<file path="config.mk">
export PLATFORM = sky130hd
export DESIGN_NAME = tpfdc_ctrl
export DESIGN_NICKNAME = d
export VERILOG_FILES = /design/src/rtl/tpfdc_pkg.sv /design/src/rtl/tpfdc_ctrl.sv
export SDC_FILE = /design/constraint.sdc
export NUM_CORES = 1
export LEC_CHECK = 0
export BUFFER_PORTS_ARGS = -buffer_cell sky130_fd_sc_hd__buf_2
export CAP_MARGIN = 20
export CORE_MARGIN = 2
export CORE_UTILIZATION = 30
export DETAILED_ROUTE_END_ITERATION = 7
export SYNTH_ARGS = -nofsm -noshare
export SYNTH_HDL_FRONTEND = slang
export SYNTH_SLANG_ARGS = --single-unit
export TNS_END_PERCENT = 30
</file>
<file path="constraint.sdc">
create_clock -name clk -period 1.5 [get_ports clk]
set_input_delay 0.3 -clock clk [delete_from_list [all_inputs] [get_ports clk]]
set_output_delay 0.3 -clock clk [all_outputs]
set_load 0.005 [all_outputs]
</file>
<file path="src/rtl/tpfdc_pkg.sv">
// Shared constants, types and helpers of the three-phase delay coupler.
package tpfdc_pkg;

  localparam int SMP_W     = 32;
  localparam int MAX_DEPTH = 64;
  localparam int RING_AW   = $clog2(MAX_DEPTH);
  localparam int LEN_W     = RING_AW + 1;
  localparam int ALPHA_W   = 17;
  localparam int FRAC_W    = 16;
  localparam int MODE_W    = 2;
  localparam int ACT_W     = 2;
  localparam int CFG_IDX_W = 2;
  localparam int PHASES    = 3;
  localparam int LANES     = 2 * PHASES;
  localparam int LANE_W    = $clog2(LANES);
  localparam int DIFF_W    = SMP_W + 1;
  localparam int MULB_W    = ALPHA_W + 1;
  localparam int PROD_W    = DIFF_W + MULB_W;
  localparam int NUM_W     = LEN_W + 1;
  localparam int DVD_W     = SMP_W + LEN_W + 1;
  localparam int DIV_CW    = $clog2(DVD_W);

  localparam logic [ALPHA_W-1:0] ALPHA_ONE = ALPHA_W'(1 << FRAC_W);

  localparam logic [ACT_W-1:0] ACT_PRELOAD = 2'd0;
  localparam logic [ACT_W-1:0] ACT_PRODUCE = 2'd1;
  localparam logic [ACT_W-1:0] ACT_RECORD  = 2'd2;

  localparam logic [MODE_W-1:0] MODE_DELAY  = 2'd0;
  localparam logic [MODE_W-1:0] MODE_LINEAR = 2'd1;

  localparam logic [CFG_IDX_W-1:0] CFG_MODE  = 2'd0;
  localparam logic [CFG_IDX_W-1:0] CFG_LEN   = 2'd1;
  localparam logic [CFG_IDX_W-1:0] CFG_ALPHA = 2'd2;

  typedef logic signed [SMP_W-1:0] smp_t;
  // lanes 0..2 voltage a..c, lanes 3..5 current a..c
  typedef logic [LANES-1:0][SMP_W-1:0] row_t;
  typedef logic [PHASES-1:0][SMP_W-1:0] tri_t;

  typedef struct packed {
    logic              preload;
    logic              record;
    logic              start;
    logic              ld_row1;
    logic              ld_row2;
    logic              mul;
    logic              div_ld;
    logic              div_step;
    logic              acc;
    logic              fin;
    logic [LANE_W-1:0] lane;
  } ctl_cmd_t;

  localparam logic signed [PROD_W-1:0] SMAX_W =
    {{(PROD_W-SMP_W+1){1'b0}}, {(SMP_W-1){1'b1}}};
  localparam logic signed [PROD_W-1:0] SMIN_W =
    {{(PROD_W-SMP_W+1){1'b1}}, {(SMP_W-1){1'b0}}};

  function automatic smp_t sat_smp(input logic signed [PROD_W-1:0] v);
    smp_t r;
    if (v > SMAX_W) r = {1'b0, {(SMP_W-1){1'b1}}};
    else if (v < SMIN_W) r = {1'b1, {(SMP_W-1){1'b0}}};
    else r = v[SMP_W-1:0];
    return r;
  endfunction

endpackage

</file>
<file path="src/rtl/tpfdc_ctrl.sv">
// Sequencer: decodes beats and steps the datapath lane by lane.
module tpfdc_ctrl import tpfdc_pkg::*; (
  input  logic              clk,
  input  logic              rst_n,
  input  logic              in_valid,
  input  logic [ACT_W-1:0]  in_action,
  input  logic              out_ready,
  input  logic [MODE_W-1:0] mode,
  output logic              in_ready,
  output logic              out_valid,
  output ctl_cmd_t          cmd
);

  typedef enum logic [7:0] {
    S_IDLE = 8'b0000_0001,
    S_RD1  = 8'b0000_0010,
    S_RD2  = 8'b0000_0100,
    S_MUL  = 8'b0000_1000,
    S_DLD  = 8'b0001_0000,
    S_DIV  = 8'b0010_0000,
    S_ACC  = 8'b0100_0000,
    S_FIN  = 8'b1000_0000
  } state_t;

  state_t              state_r, state_nxt;
  logic [LANE_W-1:0]   lane_r, lane_nxt;
  logic [DIV_CW-1:0]   cnt_r, cnt_nxt;
  logic                out_valid_r, out_valid_nxt;
  logic                is_delay, is_linear;

  assign is_delay  = (mode == MODE_DELAY);
  assign is_linear = (mode == MODE_LINEAR);

  always_comb begin
    state_nxt     = state_r;
    lane_nxt      = lane_r;
    cnt_nxt       = cnt_r;
    out_valid_nxt = out_valid_r;
    cmd           = '0;
    cmd.lane      = lane_r;
    in_ready      = 1'b0;
    if (out_ready) out_valid_nxt = 1'b0;
    unique case (state_r)
      S_IDLE: begin
        in_ready = 1'b1;
        if (in_valid) begin
          unique case (in_action)
            ACT_PRELOAD: cmd.preload = 1'b1;
            ACT_RECORD:  cmd.record  = 1'b1;
            ACT_PRODUCE: begin
              cmd.start = 1'b1;
              state_nxt = S_RD1;
            end
            default: ;
          endcase
        end
      end
      S_RD1: begin
        cmd.ld_row1 = 1'b1;
        state_nxt   = S_RD2;
      end
      S_RD2: begin
        cmd.ld_row2 = 1'b1;
        lane_nxt    = '0;
        state_nxt   = (is_delay || is_linear) ? S_MUL : S_FIN;
      end
      S_MUL: begin
        cmd.mul   = 1'b1;
        state_nxt = is_delay ? S_ACC : S_DLD;
      end
      S_DLD: begin
        cmd.div_ld = 1'b1;
        cnt_nxt    = '0;
        state_nxt  = S_DIV;
      end
      S_DIV: begin
        cmd.div_step = 1'b1;
        cnt_nxt      = cnt_r + 1'b1;
        if (cnt_r == DIV_CW'(DVD_W - 1)) state_nxt = S_ACC;
      end
      S_ACC: begin
        cmd.acc = 1'b1;
        if (lane_r == LANE_W'(LANES - 1)) begin
          state_nxt = S_FIN;
        end else begin
          lane_nxt  = lane_r + 1'b1;
          state_nxt = S_MUL;
        end
      end
      S_FIN: begin
        if (!out_valid_r || out_ready) begin
          cmd.fin       = 1'b1;
          out_valid_nxt = 1'b1;
          state_nxt     = S_IDLE;
        end
      end
      default: state_nxt = S_IDLE;
    endcase
  end

  always_ff @(posedge clk) begin
    if (!rst_n) begin
      state_r     <= S_IDLE;
      lane_r      <= '0;
      cnt_r       <= '0;
      out_valid_r <= 1'b0;
    end else begin
      state_r     <= state_nxt;
      lane_r      <= lane_nxt;
      cnt_r       <= cnt_nxt;
      out_valid_r <= out_valid_nxt;
    end
  end

  assign out_valid = out_valid_r;

endmodule

</file>
## After elaboration in Yosys (flattened, before gate mapping)

Index checks and enable logic that the tools add are counted.
Widths: inputs -> output; s select.

| operators by class | value |
|---|---|
| add/subtract/negate cells | 2 |
| eq/ne operators | 18 |
| mux-type cells | 28 |
| reductions and logical operators | 9 |

Operators by type and width:

| kind | number |
|---|---|
| $pmux 8 s8 | 1 |
| $mux 8 | 6 |
| $mux 1 | 15 |
| $pmux 6 s2 | 1 |
| $mux 3 | 3 |
| $eq 8x1->1 const B | 1 |
| $eq 8x2->1 const B | 1 |
| $eq 8x3->1 const B | 1 |
| $eq 8x4->1 const B | 1 |
| $eq 8x5->1 const B | 1 |
| $eq 8x6->1 const B | 1 |
| $eq 8x7->1 const B | 1 |
| $eq 8x8->1 const B | 1 |
| $ne 2x2->1 const B | 4 |
| $mux 7 | 1 |
| $add 6x1->6 const B | 1 |
| $eq 6x6->1 const B | 1 |
| $pmux 3 s2 | 1 |
| $eq 2x1->1 const B | 2 |
| $logic_not 2->1 | 2 |
| $reduce_and 4->1 | 1 |
| $reduce_bool 2->1 | 2 |
| $add 3x1->3 const B | 1 |
| $eq 3x3->1 const B | 1 |
| other kinds (5) | 6 |

| storage, ports and cells | value |
|---|---|
| register bits after elaboration | 18 |
| logic and storage cells | 61 |

## Logic depth before layout (Yosys ltp)

Gate-level depths: netlist of run 1.

| logic depth | value |
|---|---|
| depth in word-level cells | 4 |
| mapped depth | 6 |

## Worst setup path after synthesis of run 1

Ideal clock, no wire load.

| path | value |
|---|---|
| path kind | register to output |
| from | reg state_r[7] |
| to | out cmd[12] (netlist bit) |
| arrival time | 1.202 ns |
| slack | -0.002 ns |
| cell stages (with the launch flop) | 4 |
| path buffers | 0 |
| cell sequence | dfxtp_1 nor4_4 nand3_1 nor4b_1 |

RTL lines:

| what | RTL line | text |
|---|---|---|
| start, declared | tpfdc_ctrl.sv:25 | `state_t state_r, state_nxt;` |
| start signal, assigned | tpfdc_ctrl.sv:108 | `state_r <= state_nxt;` |
| end, declared | tpfdc_ctrl.sv:11 | `output ctl_cmd_t cmd` |

==> qor.yml, run 1 <==
io_buffers: 22
vias_per_cell: 5.11
finalPower_uw: 927
grt_pass1_wl_mm: 5.47
irDropWorstVdd_uv: 371
instances_no_fill: 235
status: "finished, violations left"
r2r_slack_ns: -0.16
core-area_mm2: 0.00342
syn-instance-count: 127
track_usage_pct: 17.1
grt_max_degree: 11
cp-start-kind: "register"
holdWs_ns: 0.279
skew_ns: 0.00532
path_max_fanout: 3
htreeDepth: 1
synth_edf_count: 0
violations: "negative setup slack"
leakagePower_uw: 0.000744
period_needed_ns: 1.91
syn-num-nets: 138
drc_errors: 0
fin_nets: 201
io_pins: 23
seqCellArea_um2: 372
rsz0062_at_grt: "true"
syn_to_final_growth_pct: 57.2
cts-root-buf: "clkbuf_4"
fmax_mhz: 523
cts_tree: "built"
grt_pass1_vias: 1243
ys_async_sr_fraction_pct: 0
slew_headroom_pct: 77.5
ys_ff_latch: 18
cap_viol_max_count: 0
cp-end-kind: "output port"
synth-seq-area-share_pct: 33.3
cts.clk_slew.worst_paths_ns: 0.11
vias: 1202
syn_area_mm2: 0.00108
finalHoldViolations: 0
fillers: 348
numCtsBuffers: 3
syn_area_per_cell_um2: 8.53
arrival_ns: 1.61
tightest_slew_ns: 0.335
clock_path_buffers: 2
start_util_pct: 31.7
first_iter_violations: 22
drive_above_1_share_pct: 49.7
die_y_um: 64.1
cp.required_ns: 1.20
insertion_delay_ns: 0.30
reg2reg_depth: 6
diodes: 0
fp-row-count: 21
worstSetupStartpoint: "state_r[4]$_SDFFE_PN0P_"
die_area_mm2: 0.00411
r2r-start: "state_r[2]$_SDFFE_PN0P_"
grt_antenna_before_repair: 0
setup_viol_count_final: 23
yosys_warnings: 0
place_ws_ns: -0.132
min_from: "mode[0]"
fin_ws_ns: -0.412
timing.final.crit_share_pct: 127
wl_mm: 3.33
drv_slew: 0
reg2reg_to: "cnt_r[4]$_SDFFE_PN0P_"
power_density_mw_per_mm2: 545
hp-class: "input port to register"
yosys.cell_types.count: 42
grt_overflow_total: 0
place_congestion: 0.853
postLayoutCoreUtil_pct: 49.9
cts_hold_buf: 0
crit_end: "cmd[12]"
path_class: "register to output port"
drtPass1Iterations: 4
dp_hpwl_mm: 2.41
multi_input_area_um2: 752
clkSinkCount: 18
drt-wirelength-per-cell_um: 14.2
antenna_left: 0
ys.flop_type: "dfxtp_1"
die_w_um: 64.1
place_inst: 220
## how the worst min path moves through the flow
stage / cells after the start / to
6_report: 3 / state_r[4]$_SDFFE_PN0P_
5_1_grt: 2 / cnt_r[3]$_SDFFE_PN0P_
4_1_cts: 2 / cnt_r[0]$_SDFFE_PN0P_
3_5_place_dp: 2 / cnt_r[5]$_SDFFE_PN0P_
3_3_place_gp: 2 / cnt_r[5]$_SDFFE_PN0P_
2_1_floorplan: 1 / cnt_r[0]$_SDFFE_PN0P_
## cells in the final DEF (no fill, tap or decap), drive strengths merged, types with 3 or more instances in the layout
cell and instances:
buf 62, o21a 3, nand3 6, nand4b 4, nor2b 5, nor3 3
ha 3, o21ai 3, a21oi 9, nor2 10, clkbuf 4, and2 3
dfxtp 18, nor4 4, nand2 8, nand2b 4, nand4 4, inv 8
## cells in the mapped netlist, types with 2 or more instances
cell type | instances | area share [%]
o21a_1 | 3 | 2.1
o211ai_1 | 2 | 1.4
nand3_1 | 6 | 2.8
inv_1 | 8 | 2.8
a21oi_1 | 9 | 4.2
a21boi_0 | 2 | 1.4
or3_1 | 2 | 1.2
nor2_1 | 9 | 3.1
nand2_1 | 7 | 2.4
nor3_1 | 3 | 1.4
nor4b_1 | 2 | 1.6
o21ai_0 | 3 | 1.4
nand4_1 | 3 | 1.7
nor4_4 | 2 | 3.9
nor2b_1 | 5 | 2.9
nand4b_1 | 4 | 3.2
and4b_1 | 2 | 1.8
buf_2 | 2 | 0.92
a41oi_1 | 2 | 1.6
ha_1 | 3 | 3.5
a31oi_1 | 2 | 1.2
nor4_1 | 2 | 1.2
and2_1 | 3 | 1.7
dfxtp_1 | 18 | 33
nand2b_1 | 4 | 2.3
xnor2_1 | 2 | 1.6
nand3b_1 | 2 | 1.4
## flip-flops by register name, summed over array words and instances, names as in the netlist
register	flops
out_valid	1
state_r	8
cnt_r	6
lane_r	3
## area by class of cell
cell class | instances | area share (%)
flip-flops and latches | 18 | 21.8
inverters | 9 | 1.98
clock buffers | 4 | 2.13
repair buffers | 62 | 26.5
multi-input cells | 96 | 44.2
well taps | 46 | 3.38
## cells by family (layout without fill, tap and decap cells)
logic type | Yosys count | in the layout | share of synthesized area [%]
compound gates | 29 | 29 | 18.0
xor+xnor | 2 | 2 | 1.62
fa+ha+maj | 3 | 3 | 3.46
buf+inv | 13 | 75 | 5.77
flops | 18 | 18 | 33.3
mux | 1 | 1 | 0.924
simple gates | 61 | 61 | 37.0
## stage by stage
step / area (µm²) / TNS [ns]
global route: 1700 / -6.80
global placement: 1440 / -0.180
floorplan: 1080 / -0.00248
finish: 1700 / -4.28
detailed placement: 1440 / -0.668
CTS: 1560 / -4.05
## metal layers
| layer | track usage [%] | wire [µm] | up-vias |
|---|---|---|---|
| met4 | 5.59 | 51 | 0 |
| met1 | 18.6 | 1390 | 573 |
| li1 | - | - | 598 |
| met5 | 0 | 0 | - |
| met2 | 33.2 | 1770 | 24 |
| met3 | 2.46 | 117 | 7 |
## power by group
part	leakage, µW	internal [µW]	total [µW]	switching, µW
registers	0.000148	479	485	5.79
logic	0.000575	65.3	130	64.5
clock network	0.0000210	148	313	165
total	0.000744	692	927	235
## what timing repair did
item,in CTS,in global routing
pin swaps,6,10
resized for setup,16,25
buffers inserted,5,6
endpoints found under the setup margin,18,27
## worst max-delay path, stage by stage (launching register included)
cell     delay (ns)
dfxtp_2        0.37
nor4_4         0.37
nand3_2        0.19
nor4b_2        0.24
buf_2          0.16
Power figures use the tool's default switching activity.
==> inputs of run 2 (changes only) <==
--- a/config.mk
+++ b/config.mk
@@ -10,6 +10,7 @@
 export CORE_MARGIN = 2
 export CORE_UTILIZATION = 30
 export DETAILED_ROUTE_END_ITERATION = 7
+export REMOVE_ABC_BUFFERS = 1
 export SYNTH_ARGS = -nofsm -noshare
 export SYNTH_HDL_FRONTEND = slang
 export SYNTH_SLANG_ARGS = --single-unit
==> constraint.sdc (replaced) <==
create_clock -name clk -period 2.15 [get_ports clk]
set_input_delay 0.43 -clock clk [delete_from_list [all_inputs] [get_ports clk]]
set_output_delay 0.43 -clock clk [all_outputs]
set_load 0.005 [all_outputs]
==> qor.yml, run 2 (synthesized netlist as in run 1, its figures left out) <==
drive_above_1_share_pct: 26.0  # was 49.7%
drtPass1Iterations: 4  # unchanged
cts-root-buf: "clkbuf_4"  # unchanged
multi_input_area_um2: 681  # was 752 µm²
r2r_slack_ns: 0.50  # was -0.16 ns
path_class: "register to output port"  # unchanged
place_congestion: 0.757  # was 0.853
arrival_ns: 1.61  # about the same
slew_headroom_pct: 71.9  # was 77.5%
antenna_left: 0  # unchanged
start_util_pct: 31.7  # unchanged
hp-class: "input port to register"  # unchanged
p_sw_share_pct: 26.1  # was 25.4%
drc_errors: 0  # unchanged
cp-start-kind: "register"  # unchanged
first_iter_violations: 36  # was 22
clkSinkCount: 18  # unchanged
io_pins: 23  # unchanged
reg2reg_depth: 6  # unchanged
die_y_um: 64.1  # unchanged
die_w_um: 64.1  # unchanged
seqCellArea_um2: 365  # was 372 µm²
fin_setup_tns_ns: 0  # was -4.28 ns
final_common_cell: "buf_2"  # was buf_4
tightest_slew_ns: 0.416  # was 0.335 ns
path_max_fanout: 6  # was 3
layout_common_cells: "buf_2, dfxtp_1, nor2_1, a21oi_1, inv_1"  # was buf_4, buf_2, dfxtp_1
cts.clk_slew.worst_paths_ns: 0.12  # was 0.11 ns
fmax_mhz: 490
core-area_mm2: 0.00342  # unchanged
top_regs: "state_r x8, cnt_r x6, lane_r x3"  # unchanged
power_frac_comb_pct: 10.2  # was 14.0%
whs_path_depth: 2  # was 3
drt-wirelength-per-cell_um: 13.9  # was 14.2 µm
p_int_uw: 467  # was 692 µW
period_needed_ns: 2.04
reg2reg_to: "state_r[3]$_SDFFE_PN0P_"  # was cnt_r[4]$_SDFFE_PN0P_
skew_ns: 0.00120  # was 0.00532 ns
dp_hpwl_mm: 2.10  # was 2.41 mm
cp.required_ns: 1.72  # was 1.20 ns
fp-row-count: 21  # unchanged
clock_path_buffers: 2  # unchanged
vias: 1046  # was 1202
diodes: 0  # unchanged
setup_viol_count_final: 0  # was 23
status: "completed"  # was finished, violations left
fillers: 387  # was 348
largest_reg_flops: 8  # unchanged
timing.final.crit_share_pct: 94.9
rsz0062_at_grt: "true"  # unchanged
finalHoldViolations: 0  # unchanged
track_usage_pct: 14.3  # was 17.1%
fin_area_mm2: 0.00132  # was 0.00170 mm²
io_buffers: 22  # unchanged
cap_viol_max_count: 0  # unchanged
power_density_mw_per_mm2: 479  # was 545 mW/mm²
min_from: "rst_n"  # was mode[0]
grt_max_degree: 13  # was 11
grt_pass1_wl_mm: 4.56  # was 5.47 mm
irDropWorstVdd_uv: 219  # was 371 µV
place_ws_ns: 0.337  # was -0.132 ns
fin_nets: 166  # was 201
whs_endpoint: "cnt_r[0]$_SDFFE_PN0P_"  # was state_r[4]$_SDFFE_PN0P_
place_area_mm2: 0.00125  # was 0.00144 mm²
syn_to_final_growth_pct: 21.9  # was 57.2%
fin_ws_ns: 0.109  # was -0.412 ns
wl_mm: 2.78  # was 3.33 mm
r2r-start: "state_r[1]$_SDFFE_PN0P_"  # was state_r[2]$_SDFFE_PN0P_
vias_per_cell: 5.23  # was 5.11
insertion_delay_ns: 0.30  # about the same
instances_no_fill: 200  # was 235
cp-end-kind: "output port"  # unchanged
grt_overflow_total: 0  # unchanged
cts_tree: "built"  # unchanged
htreeDepth: 1  # unchanged
die_area_mm2: 0.00411  # unchanged
switchingPower_uw: 165  # was 235 µW
cts_hold_buf: 0  # unchanged
place_inst: 195  # was 220
numCtsBuffers: 3  # unchanged
top_register: "state_r"  # unchanged
seqPwrFrac_pct: 53.9  # was 52.3%
clock_power_share_pct: 35.9  # was 33.7%
finalPower_uw: 632  # was 927 µW
leakagePower_uw: 0.000561  # was 0.000744 µW
grt_pass1_vias: 1009  # was 1243
drv_slew: 0  # unchanged
grt_antenna_before_repair: 0  # unchanged
run 2: cell count changes in the layout (fill, tap and decap cells not counted), sizes merged:
cell / previous run / this run
buf: 62 / 27
run 2: per-layer routing:
metal  GRT usage [%]  up-vias  share of wire (%)
met4            5.05        0                1.4
met3            2.46        4                5.4
met5               0        -                  0
met2            26.3       29                 52
li1                -      523                  -
met1            16.4      490                 41
run 2: metrics by stage:
step / utilization [%] / hold slack [ns]
final: 38.7 / 0.400
after global routing: 38.7 / 0.394
after CTS: 37.9 / 0.394
after detailed placement: 36.7 / 0.490
after global placement: 36.7 / 0.478
after floorplan: - / 0.458
run 2: worst max-delay path: stages (launching register included):
cell	delay [ns]
dfxtp_1	0.45
nor4b_1	0.39
and2_1	0.31
buf_2	0.15
run 2: area by class of cell:
type / instances / share of cell area [%]
clock buffer: 4 / 2.75
inverter: 9 / 2.56
multi-input combinational: 96 / 51.5
sequential: 18 / 27.7
tap: 46 / 4.36
timing repair buffer: 27 / 11.2
run 2: power by group through the flow:
stage	Combinational (µW)	Sequential [µW]	Clock (µW)
after floorplan	31.5	348	0
after global placement	55.6	349	0
after detailed placement	57.2	349	0
after CTS	59.1	342	230
after global routing	70.5	341	243
final	64.8	341	227
run 2: worst max path at each step:
| stage | startpoint | end | slack [ns] | cells past startpoint |
|---|---|---|---|---|
| 2_1_floorplan | state_r[4]$_SDFFE_PN0P_ | cmd[12] | 0.45 | 3 |
| 3_3_place_gp | state_r[4]$_SDFFE_PN0P_ | cmd[12] | 0.43 | 4 |
| 3_5_place_dp | state_r[4]$_SDFFE_PN0P_ | cmd[12] | 0.34 | 4 |
| 4_1_cts | state_r[2]$_SDFFE_PN0P_ | cmd[5] | 0.03 | 4 |
| 5_1_grt | state_r[7]$_SDFFE_PN0P_ | cmd[7] | -0.01 | 5 |
| 6_report | state_r[6]$_SDFFE_PN0P_ | cmd[4] | 0.11 | 3 |
run 2: timing repair:
action / in CTS / in global routing
resized for setup: 2 / 4
endpoints found under the setup margin: 1 / 5
pin swaps: 0 / 1
buffers inserted: 0 / 1
==> inputs of run 3 (changes only) <==
--- a/config.mk
+++ b/config.mk
@@ -7,9 +7,12 @@
 export LEC_CHECK = 0
 export BUFFER_PORTS_ARGS = -buffer_cell sky130_fd_sc_hd__buf_2
 export CAP_MARGIN = 20
+export CELL_PAD_IN_SITES_DETAIL_PLACEMENT = 0
+export CELL_PAD_IN_SITES_GLOBAL_PLACEMENT = 1
 export CORE_MARGIN = 2
-export CORE_UTILIZATION = 30
+export CORE_UTILIZATION = 39
 export DETAILED_ROUTE_END_ITERATION = 7
+export PLACE_DENSITY_LB_ADDON = 0.1
 export REMOVE_ABC_BUFFERS = 1
 export SYNTH_ARGS = -nofsm -noshare
 export SYNTH_HDL_FRONTEND = slang
==> qor.yml, run 3 (synthesized netlist as in run 1, its figures left out) <==
status: "completed"  # unchanged
cts_hold_buf: 0  # unchanged
rsz0062_at_grt: "false"  # was true
drive_above_1_share_pct: 24.8  # was 26.0%
grt_max_degree: 13  # unchanged
grt_use_met3_pct: 2.76  # was 2.46%
die_w_um: 56.7  # was 64.1 µm
fin_ws_ns: 0.137  # was 0.109 ns
largest_reg_flops: 8  # unchanged
grt_pass1_wl_mm: 4.49  # was 4.56 mm
cts_tree: "built"  # unchanged
timing.final.crit_share_pct: 93.6  # was 94.9%
hp-class: "input port to register"  # unchanged
io_pins: 23  # unchanged
track_usage_pct: 17.8  # was 14.3%
antenna_left: 0  # unchanged
path_max_fanout: 6  # unchanged
drtPass1Iterations: 4  # unchanged
whs_path_depth: 2  # unchanged
die_y_um: 56.7  # was 64.1 µm
busiest_layer: "met2"  # unchanged
cts-root-buf: "clkbuf_4"  # unchanged
fin_area_mm2: 0.00129  # was 0.00132 mm²
cp_slowest_cell: "dfxtp_1"  # unchanged
io_buffers: 22  # unchanged
worst_path_largest_cell_delay_ns: 0.46  # was 0.45 ns
wl_mm: 2.52  # was 2.78 mm
power_density_mw_per_mm2: 476  # was 479 mW/mm²
numCtsBuffers: 3  # unchanged
skew_ns: 0.00404  # was 0.00120 ns
final_common_cell: "buf_2"  # unchanged
dp_hpwl_mm: 1.95  # was 2.10 mm
start_util_pct: 40.3  # was 31.7%
vias: 1049  # was 1046
first_iter_violations: 45  # was 36
cap_viol_max_count: 0  # unchanged
place_area_mm2: 0.00123  # was 0.00125 mm²
top_register: "state_r"  # unchanged
layout_common_cells: "buf_2, dfxtp_1, nor2_1, a21oi_1, inv_1"  # unchanged
syn_to_final_growth_pct: 18.8  # was 21.9%
period_needed_ns: 2.01  # was 2.04 ns
clock_path_buffers: 2  # unchanged
reg2reg_to: "state_r[3]$_SDFFE_PN0P_"  # unchanged
die_area_mm2: 0.00322  # was 0.00411 mm²
irDropWorstVdd_uv: 341  # was 219 µV
finalHoldViolations: 0  # unchanged
top_regs: "state_r x8, cnt_r x6, lane_r x3"  # unchanged
drt-wirelength-per-cell_um: 13.7  # was 13.9 µm
tightest_slew_ns: 0.385  # was 0.416 ns
grt_antenna_before_repair: 0  # unchanged
slew_headroom_pct: 74.0  # was 71.9%
grt_util_met1_pct: 22.8  # was 16.4%
r2r_slack_ns: 0.48  # was 0.50 ns
drv_slew: 0  # unchanged
path_class: "register to output port"  # unchanged
leakagePower_uw: 0.000545  # was 0.000561 µW
met2_usage_pct: 29.6  # was 26.3%
grt_pass1_vias: 959  # was 1009
htreeDepth: 1  # unchanged
fin_setup_tns_ns: 0  # unchanged
drc_errors: 0  # unchanged
fin_nets: 165  # was 166
core-area_mm2: 0.00269  # was 0.00342 mm²
cp.required_ns: 1.72  # about the same
cp-end-kind: "output port"  # unchanged
arrival_ns: 1.58  # was 1.61 ns
setup_viol_count_final: 0  # unchanged
diodes: 0  # unchanged
finalPower_uw: 613  # was 632 µW
place_congestion: 0.761  # was 0.757
insertion_delay_ns: 0.29  # was 0.30 ns
vias_per_cell: 5.70  # was 5.23
fp-row-count: 19  # was 21
cp-start-kind: "register"  # unchanged
r2r-start: "state_r[1]$_SDFFE_PN0P_"  # unchanged
whs_endpoint: "cnt_r[3]$_SDFFE_PN0P_"  # was cnt_r[0]$_SDFFE_PN0P_
grt_overflow_total: 0  # unchanged
min_from: "rst_n"  # unchanged
cts.clk_slew.worst_paths_ns: 0.11  # was 0.12 ns
crit_chain: "nor4b_1 > and2_1 > buf_2"  # unchanged
reg2reg_depth: 6  # unchanged
fmax_mhz: 497  # was 490 MHz
place_ws_ns: 0.353  # was 0.337 ns
clkSinkCount: 18  # unchanged
## run 3: report_power, final
group	leakage (µW)	switching, µW	internal, µW
Sequential	0.000146	5.41	336
Combinational	0.000378	32.5	27.2
Clock	0.0000210	109	103
Total	0.000545	147	466
## run 3: worst max path at each step
stage | start | end | slack, ns | depth (start not counted)
finish | state_r[6]$_SDFFE_PN0P_ | cmd[4] | 0.14 | 3
global route | state_r[1]$_SDFFE_PN0P_ | cmd[3] | 0.001 | 6
CTS | state_r[4]$_SDFFE_PN0P_ | cmd[12] | 0.02 | 4
detailed placement | state_r[2]$_SDFFE_PN0P_ | cmd[5] | 0.35 | 4
global placement | state_r[2]$_SDFFE_PN0P_ | cmd[5] | 0.38 | 4
floorplan | state_r[4]$_SDFFE_PN0P_ | cmd[12] | 0.45 | 3
## run 3: worst max-delay path: cells and delay by family, from the launching register on
family | cells | cell delay [ns]
simple gates | 2 | 0.68
flops | 1 | 0.46
buf+inv | 1 | 0.16
## run 3: cell type report
cell class                 count  area (µm²)
timing repair buffer          26         140
tap                           31        38.8
fill                         277        1400
multi-input combinational     96         676
clock buffer                   4        36.3
sequential                    18         363
inverter                       9        33.8
## run 3: timing repair
action / in CTS / in global routing
setup endpoints to repair: 1 / 8
pin swaps: 1 / 0
resized for setup: 0 / 4
setup buffers: 1 / 0
## run 3: per-layer routing
metal	routed length [µm]	part of all wire, %	vias to the layer above
li1	-	-	534
met1	1170	46	495
met2	1260	50	16
met3	58	2.3	4
met4	36	1.4	0
met5	0	0	-
## run 3: stage by stage
step | util (%) | cells | hold slack [ns]
finish | 47.9 | 184 | 0.407
global route | 47.9 | 184 | 0.399
CTS | 47.3 | 184 | 0.396
detailed placement | 45.6 | 179 | 0.488
global placement | 45.6 | 179 | 0.482
floorplan | - | 123 | 0.458
